[src/design/trf_pkg.sv]
// shared types and constants for the tape record framer
`timescale 1ns / 1ps

package trf_pkg;

    localparam logic [7:0] HEADER_BYTE = 8'h2A;
    localparam logic [7:0] TAIL_BYTE   = 8'h2F;
    localparam logic [7:0] END_BYTE    = 8'h04;

    localparam int unsigned LEN_W = 17;
    localparam logic [LEN_W-1:0] LEN_MAX = 17'h10000;
    localparam logic [LEN_W-1:0] LEN_MIN = 17'h00001;

    // configuration register indexes
    localparam logic [1:0] REG_LOAD_ADDRESS  = 2'd0;
    localparam logic [1:0] REG_TAPE_ID       = 2'd1;
    localparam logic [1:0] REG_RECORD_LENGTH = 2'd2;

    // positions within the bytes caused by one item
    localparam logic [3:0] POS_HEADER   = 4'd0;
    localparam logic [3:0] POS_TAPE_ID  = 4'd1;
    localparam logic [3:0] POS_START_LO = 4'd2;
    localparam logic [3:0] POS_START_HI = 4'd3;
    localparam logic [3:0] POS_END_LO   = 4'd4;
    localparam logic [3:0] POS_END_HI   = 4'd5;
    localparam logic [3:0] POS_DATA     = 4'd6;
    localparam logic [3:0] POS_TAIL     = 4'd7;
    localparam logic [3:0] POS_SUM_LO   = 4'd8;
    localparam logic [3:0] POS_SUM_HI   = 4'd9;
    localparam logic [3:0] POS_END_A    = 4'd10;
    localparam logic [3:0] POS_END_B    = 4'd11;

    // one classified item waiting for the back end
    typedef struct packed {
        logic [7:0]  data;
        logic        open;
        logic        close;
        logic [7:0]  tape_id;
        logic [15:0] start_addr;
        logic [15:0] end_addr;
        logic [15:0] checksum;
    } trf_entry_t;

    // queue head as seen by the back end
    typedef struct packed {
        logic       valid;
        trf_entry_t entry;
    } trf_head_t;

endpackage

[src/design/tape_record_framer.sv]
// Tape record framer: wraps each group of record_length payload bytes in a tape record
// with a six-byte header (0x2A, tape id, start and end address) and a five-byte trailer
// (0x2F, 16-bit additive checksum, 0x04 twice). The front end takes one payload byte
// per cycle unless the queue is full, tracks record position and checksum, and queues
// a classified item; the back end emits one output byte per cycle from that queue
// unless out_stall is high. A middle byte yields just its data byte, an opening one
// adds the header and a closing one the trailer, so the sustained rate is one item per
// cycle inside a record if unstalled; the output sets the pace at record boundaries,
// with QUEUE_DEPTH items of slack. Registers are read live: the header takes
// the values present when the record opens. There is no clearing pass after reset.
`timescale 1ns / 1ps

module tape_record_framer #(
    parameter int QUEUE_DEPTH = 4
) (
    input  logic        clk,
    input  logic        rst_n,
    input  logic        cfg_valid,
    output logic        cfg_ready,
    input  logic [1:0]  cfg_index,
    input  logic [16:0] cfg_data,
    input  logic        in_valid,
    output logic        in_stall,
    input  logic [7:0]  data_byte,
    output logic        out_valid,
    input  logic        out_stall,
    output logic [7:0]  out_byte,
    output logic        run_last,
    output logic        record_end
);

    trf_pkg::trf_entry_t push_entry;
    trf_pkg::trf_head_t  head;
    logic                push;
    logic                pop;
    logic                queue_full;

    trf_front u_front (
        .clk        (clk),
        .rst_n      (rst_n),
        .cfg_valid  (cfg_valid),
        .cfg_ready  (cfg_ready),
        .cfg_index  (cfg_index),
        .cfg_data   (cfg_data),
        .in_valid   (in_valid),
        .in_stall   (in_stall),
        .data_byte  (data_byte),
        .queue_full (queue_full),
        .push       (push),
        .push_entry (push_entry)
    );

    trf_queue #(
        .DEPTH (QUEUE_DEPTH)
    ) u_queue (
        .clk        (clk),
        .rst_n      (rst_n),
        .push       (push),
        .push_entry (push_entry),
        .full       (queue_full),
        .pop        (pop),
        .head       (head)
    );

    trf_back u_back (
        .clk        (clk),
        .rst_n      (rst_n),
        .head       (head),
        .pop        (pop),
        .out_valid  (out_valid),
        .out_stall  (out_stall),
        .out_byte   (out_byte),
        .run_last   (run_last),
        .record_end (record_end)
    );

endmodule

[src/design/trf_front.sv]
// front end: configuration registers, record position and checksum tracking
`timescale 1ns / 1ps

module trf_front (
    input  logic                clk,
    input  logic                rst_n,
    input  logic                cfg_valid,
    output logic                cfg_ready,
    input  logic [1:0]          cfg_index,
    input  logic [16:0]         cfg_data,
    input  logic                in_valid,
    output logic                in_stall,
    input  logic [7:0]          data_byte,
    input  logic                queue_full,
    output logic                push,
    output trf_pkg::trf_entry_t push_entry
);

    logic [15:0] load_address_reg, load_address_next;
    logic [7:0]  tape_id_reg, tape_id_next;
    logic [16:0] record_length_reg, record_length_next;
    logic [15:0] byte_position_reg, byte_position_next;
    logic [15:0] running_sum_reg, running_sum_next;

    logic [16:0] eff_len;
    logic [15:0] len_minus_one;
    logic [15:0] end_addr;
    logic [15:0] addr_sum;
    logic [15:0] base_sum;
    logic [15:0] sum_now;
    logic        open_rec;
    logic        close_rec;
    logic        cfg_we;

    assign cfg_ready = 1'b1;
    assign cfg_we    = cfg_valid & cfg_ready;
    assign in_stall  = queue_full;
    assign push      = in_valid & ~queue_full;

    always_comb
    begin
        if (record_length_reg == 17'd0)
        begin
            eff_len = trf_pkg::LEN_MIN;
        end
        else if (record_length_reg > trf_pkg::LEN_MAX)
        begin
            eff_len = trf_pkg::LEN_MAX;
        end
        else
        begin
            eff_len = record_length_reg;
        end
    end

    assign len_minus_one = 16'(eff_len - 17'd1);
    assign end_addr      = load_address_reg + len_minus_one;
    assign addr_sum      = {8'd0, load_address_reg[7:0]} + {8'd0, load_address_reg[15:8]}
                         + {8'd0, end_addr[7:0]} + {8'd0, end_addr[15:8]};
    assign open_rec      = (byte_position_reg == 16'd0);
    assign base_sum      = open_rec ? addr_sum : running_sum_reg;
    assign sum_now       = base_sum + {8'd0, data_byte};
    assign close_rec     = ({1'b0, byte_position_reg} + 17'd1) >= eff_len;

    always_comb
    begin
        push_entry.data       = data_byte;
        push_entry.open       = open_rec;
        push_entry.close      = close_rec;
        push_entry.tape_id    = tape_id_reg;
        push_entry.start_addr = load_address_reg;
        push_entry.end_addr   = end_addr;
        push_entry.checksum   = sum_now;
    end

    always_comb
    begin
        load_address_next  = load_address_reg;
        tape_id_next       = tape_id_reg;
        record_length_next = record_length_reg;
        byte_position_next = byte_position_reg;
        running_sum_next   = running_sum_reg;
        if (cfg_we)
        begin
            case (cfg_index)
                trf_pkg::REG_LOAD_ADDRESS:  load_address_next  = cfg_data[15:0];
                trf_pkg::REG_TAPE_ID:       tape_id_next       = cfg_data[7:0];
                trf_pkg::REG_RECORD_LENGTH: record_length_next = cfg_data;
                default:                    ;
            endcase
        end
        if (push)
        begin
            if (close_rec)
            begin
                byte_position_next = 16'd0;
                running_sum_next   = 16'd0;
            end
            else
            begin
                byte_position_next = byte_position_reg + 16'd1;
                running_sum_next   = sum_now;
            end
        end
    end

    always_ff @(posedge clk or negedge rst_n)
    begin
        if (!rst_n)
        begin
            load_address_reg  <= 16'd0;
            tape_id_reg       <= 8'd1;
            record_length_reg <= 17'd1;
            byte_position_reg <= 16'd0;
            running_sum_reg   <= 16'd0;
        end
        else
        begin
            load_address_reg  <= load_address_next;
            tape_id_reg       <= tape_id_next;
            record_length_reg <= record_length_next;
            byte_position_reg <= byte_position_next;
            running_sum_reg   <= running_sum_next;
        end
    end

endmodule

[src/design/trf_queue.sv]
// short first-word-fall-through queue between front and back end
`timescale 1ns / 1ps

module trf_queue #(
    parameter int DEPTH = 4
) (
    input  logic                clk,
    input  logic                rst_n,
    input  logic                push,
    input  trf_pkg::trf_entry_t push_entry,
    output logic                full,
    input  logic                pop,
    output trf_pkg::trf_head_t  head
);

    localparam int PTR_W = (DEPTH > 1) ? $clog2(DEPTH) : 1;
    localparam int CNT_W = $clog2(DEPTH + 1);
    localparam logic [PTR_W-1:0] LAST_PTR = PTR_W'(DEPTH - 1);
    localparam logic [CNT_W-1:0] FULL_CNT = CNT_W'(DEPTH);

    trf_pkg::trf_entry_t store [DEPTH];

    logic [PTR_W-1:0] wr_ptr_reg, wr_ptr_next;
    logic [PTR_W-1:0] rd_ptr_reg, rd_ptr_next;
    logic [CNT_W-1:0] count_reg, count_next;
    logic             do_pop;

    assign full       = (count_reg == FULL_CNT);
    assign head.valid = (count_reg != '0);
    assign head.entry = store[rd_ptr_reg];
    assign do_pop     = pop & head.valid;

    always_comb
    begin
        wr_ptr_next = wr_ptr_reg;
        rd_ptr_next = rd_ptr_reg;
        count_next  = count_reg;
        if (push)
        begin
            wr_ptr_next = (wr_ptr_reg == LAST_PTR) ? '0 : wr_ptr_reg + PTR_W'(1);
        end
        if (do_pop)
        begin
            rd_ptr_next = (rd_ptr_reg == LAST_PTR) ? '0 : rd_ptr_reg + PTR_W'(1);
        end
        if (push && !do_pop)
        begin
            count_next = count_reg + CNT_W'(1);
        end
        else if (do_pop && !push)
        begin
            count_next = count_reg - CNT_W'(1);
        end
    end

    always_ff @(posedge clk)
    begin
        if (push)
        begin
            store[wr_ptr_reg] <= push_entry;
        end
    end

    always_ff @(posedge clk or negedge rst_n)
    begin
        if (!rst_n)
        begin
            wr_ptr_reg <= '0;
            rd_ptr_reg <= '0;
            count_reg  <= '0;
        end
        else
        begin
            wr_ptr_reg <= wr_ptr_next;
            rd_ptr_reg <= rd_ptr_next;
            count_reg  <= count_next;
        end
    end

endmodule

[src/design/trf_back.sv]
// back end: walks the bytes of each queued item into the output register
`timescale 1ns / 1ps

module trf_back (
    input  logic               clk,
    input  logic               rst_n,
    input  trf_pkg::trf_head_t head,
    output logic               pop,
    output logic               out_valid,
    input  logic               out_stall,
    output logic [7:0]         out_byte,
    output logic               run_last,
    output logic               record_end
);

    logic [3:0] step_reg, step_next;
    logic       out_valid_reg, out_valid_next;
    logic [7:0] out_byte_reg;
    logic       run_last_reg;
    logic       record_end_reg;

    logic [3:0] cur;
    logic [7:0] cur_byte;
    logic       cur_last;
    logic       advance;
    logic       fire;

    // an item that opens no record starts at its data byte
    assign cur = (step_reg == trf_pkg::POS_HEADER && !head.entry.open)
               ? trf_pkg::POS_DATA : step_reg;

    assign cur_last = (cur == trf_pkg::POS_DATA && !head.entry.close)
                    || (cur == trf_pkg::POS_END_B);

    always_comb
    begin
        case (cur)
            trf_pkg::POS_HEADER:   cur_byte = trf_pkg::HEADER_BYTE;
            trf_pkg::POS_TAPE_ID:  cur_byte = head.entry.tape_id;
            trf_pkg::POS_START_LO: cur_byte = head.entry.start_addr[7:0];
            trf_pkg::POS_START_HI: cur_byte = head.entry.start_addr[15:8];
            trf_pkg::POS_END_LO:   cur_byte = head.entry.end_addr[7:0];
            trf_pkg::POS_END_HI:   cur_byte = head.entry.end_addr[15:8];
            trf_pkg::POS_DATA:     cur_byte = head.entry.data;
            trf_pkg::POS_TAIL:     cur_byte = trf_pkg::TAIL_BYTE;
            trf_pkg::POS_SUM_LO:   cur_byte = head.entry.checksum[7:0];
            trf_pkg::POS_SUM_HI:   cur_byte = head.entry.checksum[15:8];
            trf_pkg::POS_END_A:    cur_byte = trf_pkg::END_BYTE;
            trf_pkg::POS_END_B:    cur_byte = trf_pkg::END_BYTE;
            default:               cur_byte = trf_pkg::END_BYTE;
        endcase
    end

    assign advance = ~out_valid_reg | ~out_stall;
    assign fire    = advance & head.valid;
    assign pop     = fire & cur_last;

    always_comb
    begin
        step_next      = step_reg;
        out_valid_next = out_valid_reg;
        if (fire)
        begin
            out_valid_next = 1'b1;
            step_next      = cur_last ? trf_pkg::POS_HEADER : cur + 4'd1;
        end
        else if (advance)
        begin
            out_valid_next = 1'b0;
        end
    end

    always_ff @(posedge clk)
    begin
        if (fire)
        begin
            out_byte_reg   <= cur_byte;
            run_last_reg   <= cur_last;
            record_end_reg <= (cur == trf_pkg::POS_END_B);
        end
    end

    always_ff @(posedge clk or negedge rst_n)
    begin
        if (!rst_n)
        begin
            step_reg      <= trf_pkg::POS_HEADER;
            out_valid_reg <= 1'b0;
        end
        else
        begin
            step_reg      <= step_next;
            out_valid_reg <= out_valid_next;
        end
    end

    assign out_valid  = out_valid_reg;
    assign out_byte   = out_byte_reg;
    assign run_last   = run_last_reg;
    assign record_end = record_end_reg;

endmodule

[config.mk]
export PLATFORM = sky130hd
export DESIGN_NAME = tape_record_framer
export DESIGN_NICKNAME = d
export VERILOG_FILES = /design/src/design/trf_pkg.sv /design/src/design/tape_record_framer.sv /design/src/design/trf_front.sv /design/src/design/trf_queue.sv /design/src/design/trf_back.sv
export SDC_FILE = /design/constraint.sdc
export NUM_CORES = 1
export LEC_CHECK = 0
export BUFFER_PORTS_ARGS = -buffer_cell sky130_fd_sc_hd__buf_2
export CORE_MARGIN = 2
export CORE_UTILIZATION = 63
export DETAILED_ROUTE_END_ITERATION = 6
export PLACE_DENSITY = 0.77
export SYNTH_ARGS = -nofsm -noshare
export SYNTH_HDL_FRONTEND = slang
export SYNTH_SLANG_ARGS = --single-unit
export TNS_END_PERCENT = 20
[constraint.sdc]
create_clock -name clk -period 8.59 [get_ports clk]
set_input_delay 0.4295 -clock clk [delete_from_list [all_inputs] [get_ports clk]]
set_output_delay 0.4295 -clock clk [all_outputs]
set_load 0.02 [all_outputs]
==> results.md <==
* Slew headroom at 30.1%
* H-tree levels at 2
* Ys Warns at 0
* CP Data Required Time at 8.83 ns
* Post-synth ARST share at 23.7%
* Die Height at 169 µm
* CTS root buffer: clkbuf_16
* Setup TNS at 0 ns
* Worst Tran Pin Value at 1.05 ns
* CP max FO at 10
* WP depth at 28
* DRT antenna net count at 0
* Post-synth top flop: edfxtp_1
* Vias per cell at 6.42
* Hold endpoint: u_back.out_valid$_DFFE_PN0P_
* Site Rows at 60
* Internal reg-to-reg setup slack at 1.05 ns
* Most frequent cells in the layout: edfxtp_1, nand2_1, ha_1
* Count of cell types in the netlist at 72
* Total track usage at 27.7%
* WP data arrival at 7.77 ns
* WHS Path Cells at 3
* Final WL at 38,000 µm
* Initial Util at 63.9%
* Synthesized area at 17,100 µm²
* CTS clk-pin slew, worst paths at 0.06 ns
* Slew Viols, Final at 0
* Iteration-0 DRC Markers at 1,104
* PostCTS Resize Cnt at 0
* Launching point of the worst reg2reg path: u_front.record_length_reg[5]$_DFFE_PN0P_
* Syn_area_per_cell at 14.4 µm²
* Layout cells sized above 1 at 18.1%
* #FFs+latches synth at 359
* Unrepaired setup endpoints after global routing: no
* Final nets at 1,363
* Total CTS buffers at 37
* Number of port buffers at 43
* Final Hold Viols at 0
* Core area at 26,800 µm²
* Top sig layer: met4
* M1 WL at 15,600 µm
* Post-synth top area share at 48.1%
* Vias in the first global route at 10,300
* Area Overhead vs Synth at 10.1%
* ANT cells at 0
* DRC viols at 0
* WS Path Type: reg -> reg
* Worst r2r dst: u_queue.store[0][11]$_DFFE_PP_
* Final setup violation count at 0
* Hold/Removal Path Class: in -> reg
* Min Tclk post-route at 7.54 ns
* Pin count of the biggest net entering global routing at 67
* DIE AREA at 28,500 µm²
* Worst clock skew at 0.0168 ns
* Sequential fraction of the synthesis area at 60.5%
* Die width at 169 µm
* CTS max path bufs at 3
* Routability congestion estimate at 0.953
* EDFF count, synth at 274
* CP Launch Type: flop
* CP bufs+invs at 1
* I/O Pins at 45
* Top post-synthesis cells by area: edfxtp_1, dfrtp_1, mux4_2
* WL met3 at 2960 µm
* CTS tree: done
* Number of iterations in the first detailed-routing pass at 7
* Most area-hungry cell type in the Yosys netlist: edfxtp_1
* Final period util at 87.7%
* Max incr delay on CP at 0.60 ns
* Crit-path most repeated cell: ha_1
* Max reg flops at 264
* Min-delay src: out_stall
* Worst skew pair latency at 0.53 ns
* R2r worst-path depth at 28
* Fmax at 133 MHz
* Vias at 10,300
* Syn_nets at 1,315
* Slowest CP cell: o41ai_2
* CTS sink cnt at 359
* DPL Wire Length at 25,000 µm
* First-pass GRT wire length at 59,200 µm
* Post-Synthesis Cells at 1,188
* Leading cell type in the layout, fill and taps excluded: edfxtp_1
* Status: completed
* Max capacitance violation total at 0
* Top delay family on crit path: compound AO/OA/AOI/OAI gates
* GRT overflow at 0
* Wire length per cell at 23.7 µm
* Worst setup EP type: flop
* Initial antenna violation count at 0
* WL met2 at 18,400 µm
-- layer usage --
layer	vias to the layer above	track usage [%]
li1	4588	-
met2	441	44.8
met1	5179	39.2
met5	-	0
met4	0	8.36
met3	69	4.89
-- cells in the mapped netlist (all sizes together) (9+ instances only) --
master and count:
nor2b 9, o31ai 10, dfrtp 83, inv 79, clkbuf 26, o21ai 66
nor3 17, a21oi 32, fa 13, and3 11, buf 21, xnor2 30
a22o 17, mux4 64, edfxtp 274, nand2 84, a21o 21, nor2 43
nand3 29, a22oi 11, mux2 34, ha 82, xor2 28
-- cell families (layout without fill, tap and decap cells) --
logic type	count (synthesis)	in the layout	share of synthesized area (%)
AO/OA/AOI/OAI	209	209	8.17
XOR/XNOR	58	58	2.97
other	1	1	0.0219
multiplexers	100	100	10.8
adder cells (fa/ha/maj)	95	95	7.52
buffers and inverters	127	200	3.05
flip-flops	359	359	60.5
AND/OR/NAND/NOR	239	239	6.94
-- worst reg2reg max path, delay by kind of cell, from the launching register on --
| kind | cells | cell delay [ns] |
|---|---|---|
| xor gates and xnor gates | 3 | 0.65 |
| DFF | 1 | 0.40 |
| adders and majority gates | 6 | 2.00 |
| AOI/OAI and AO/OA | 8 | 2.25 |
| and+or+nand+nor | 10 | 1.91 |
| buffers and inverters | 1 | 0.04 |
-- through the flow --
step           hold slack [ns]  utilization (%)  cells  cell area, µm²  setup slack, ns
2_1_floorplan            0.134                -   1188           17100             2.01
4_1_cts                 0.0988             70.3   1602           18800             1.13
3_5_place_dp             0.475             65.8   1537           17600             1.19
5_1_grt                  0.106             70.3   1602           18800            0.414
6_report                 0.111             70.3   1602           18800             1.05
3_3_place_gp             0.464             65.8   1537           17600             1.35
-- what timing repair did --
item                      in CTS  in global routing
hold endpoints to repair      39                  0
setup buffers                  0                  0
hold buffers                   1                  0
-- how the worst max path moves through the flow --
| stage | slack [ns] | to | start |
|---|---|---|---|
| floorplan | 2.01 | u_queue.store[0][11]$_DFFE_PP_ | u_front.record_length_reg[6]$_DFFE_PN0P_ |
| global placement | 1.35 | u_queue.store[0][11]$_DFFE_PP_ | u_front.record_length_reg[5]$_DFFE_PN0P_ |
| detailed placement | 1.19 | u_queue.store[1][11]$_DFFE_PP_ | u_front.record_length_reg[5]$_DFFE_PN0P_ |
| CTS | 1.13 | u_queue.store[0][11]$_DFFE_PP_ | u_front.record_length_reg[5]$_DFFE_PN0P_ |
| global route | 0.41 | u_queue.store[0][11]$_DFFE_PP_ | u_front.record_length_reg[14]$_DFFE_PN0P_ |
| finish | 1.05 | u_queue.store[0][11]$_DFFE_PP_ | u_front.record_length_reg[5]$_DFFE_PN0P_ |
-- final cells by class --
class	instances	area, µm²
clock buffer	49	1000
timing repair buffer	56	318
inverter	80	300
sequential	359	10400
multi-input combinational	702	6250
clock inverter	15	183
tap	341	427
fill	1773	7960
Power is not shown: default switching activity piles up to over one toggle a cycle in this logic, so the estimate is an artifact.
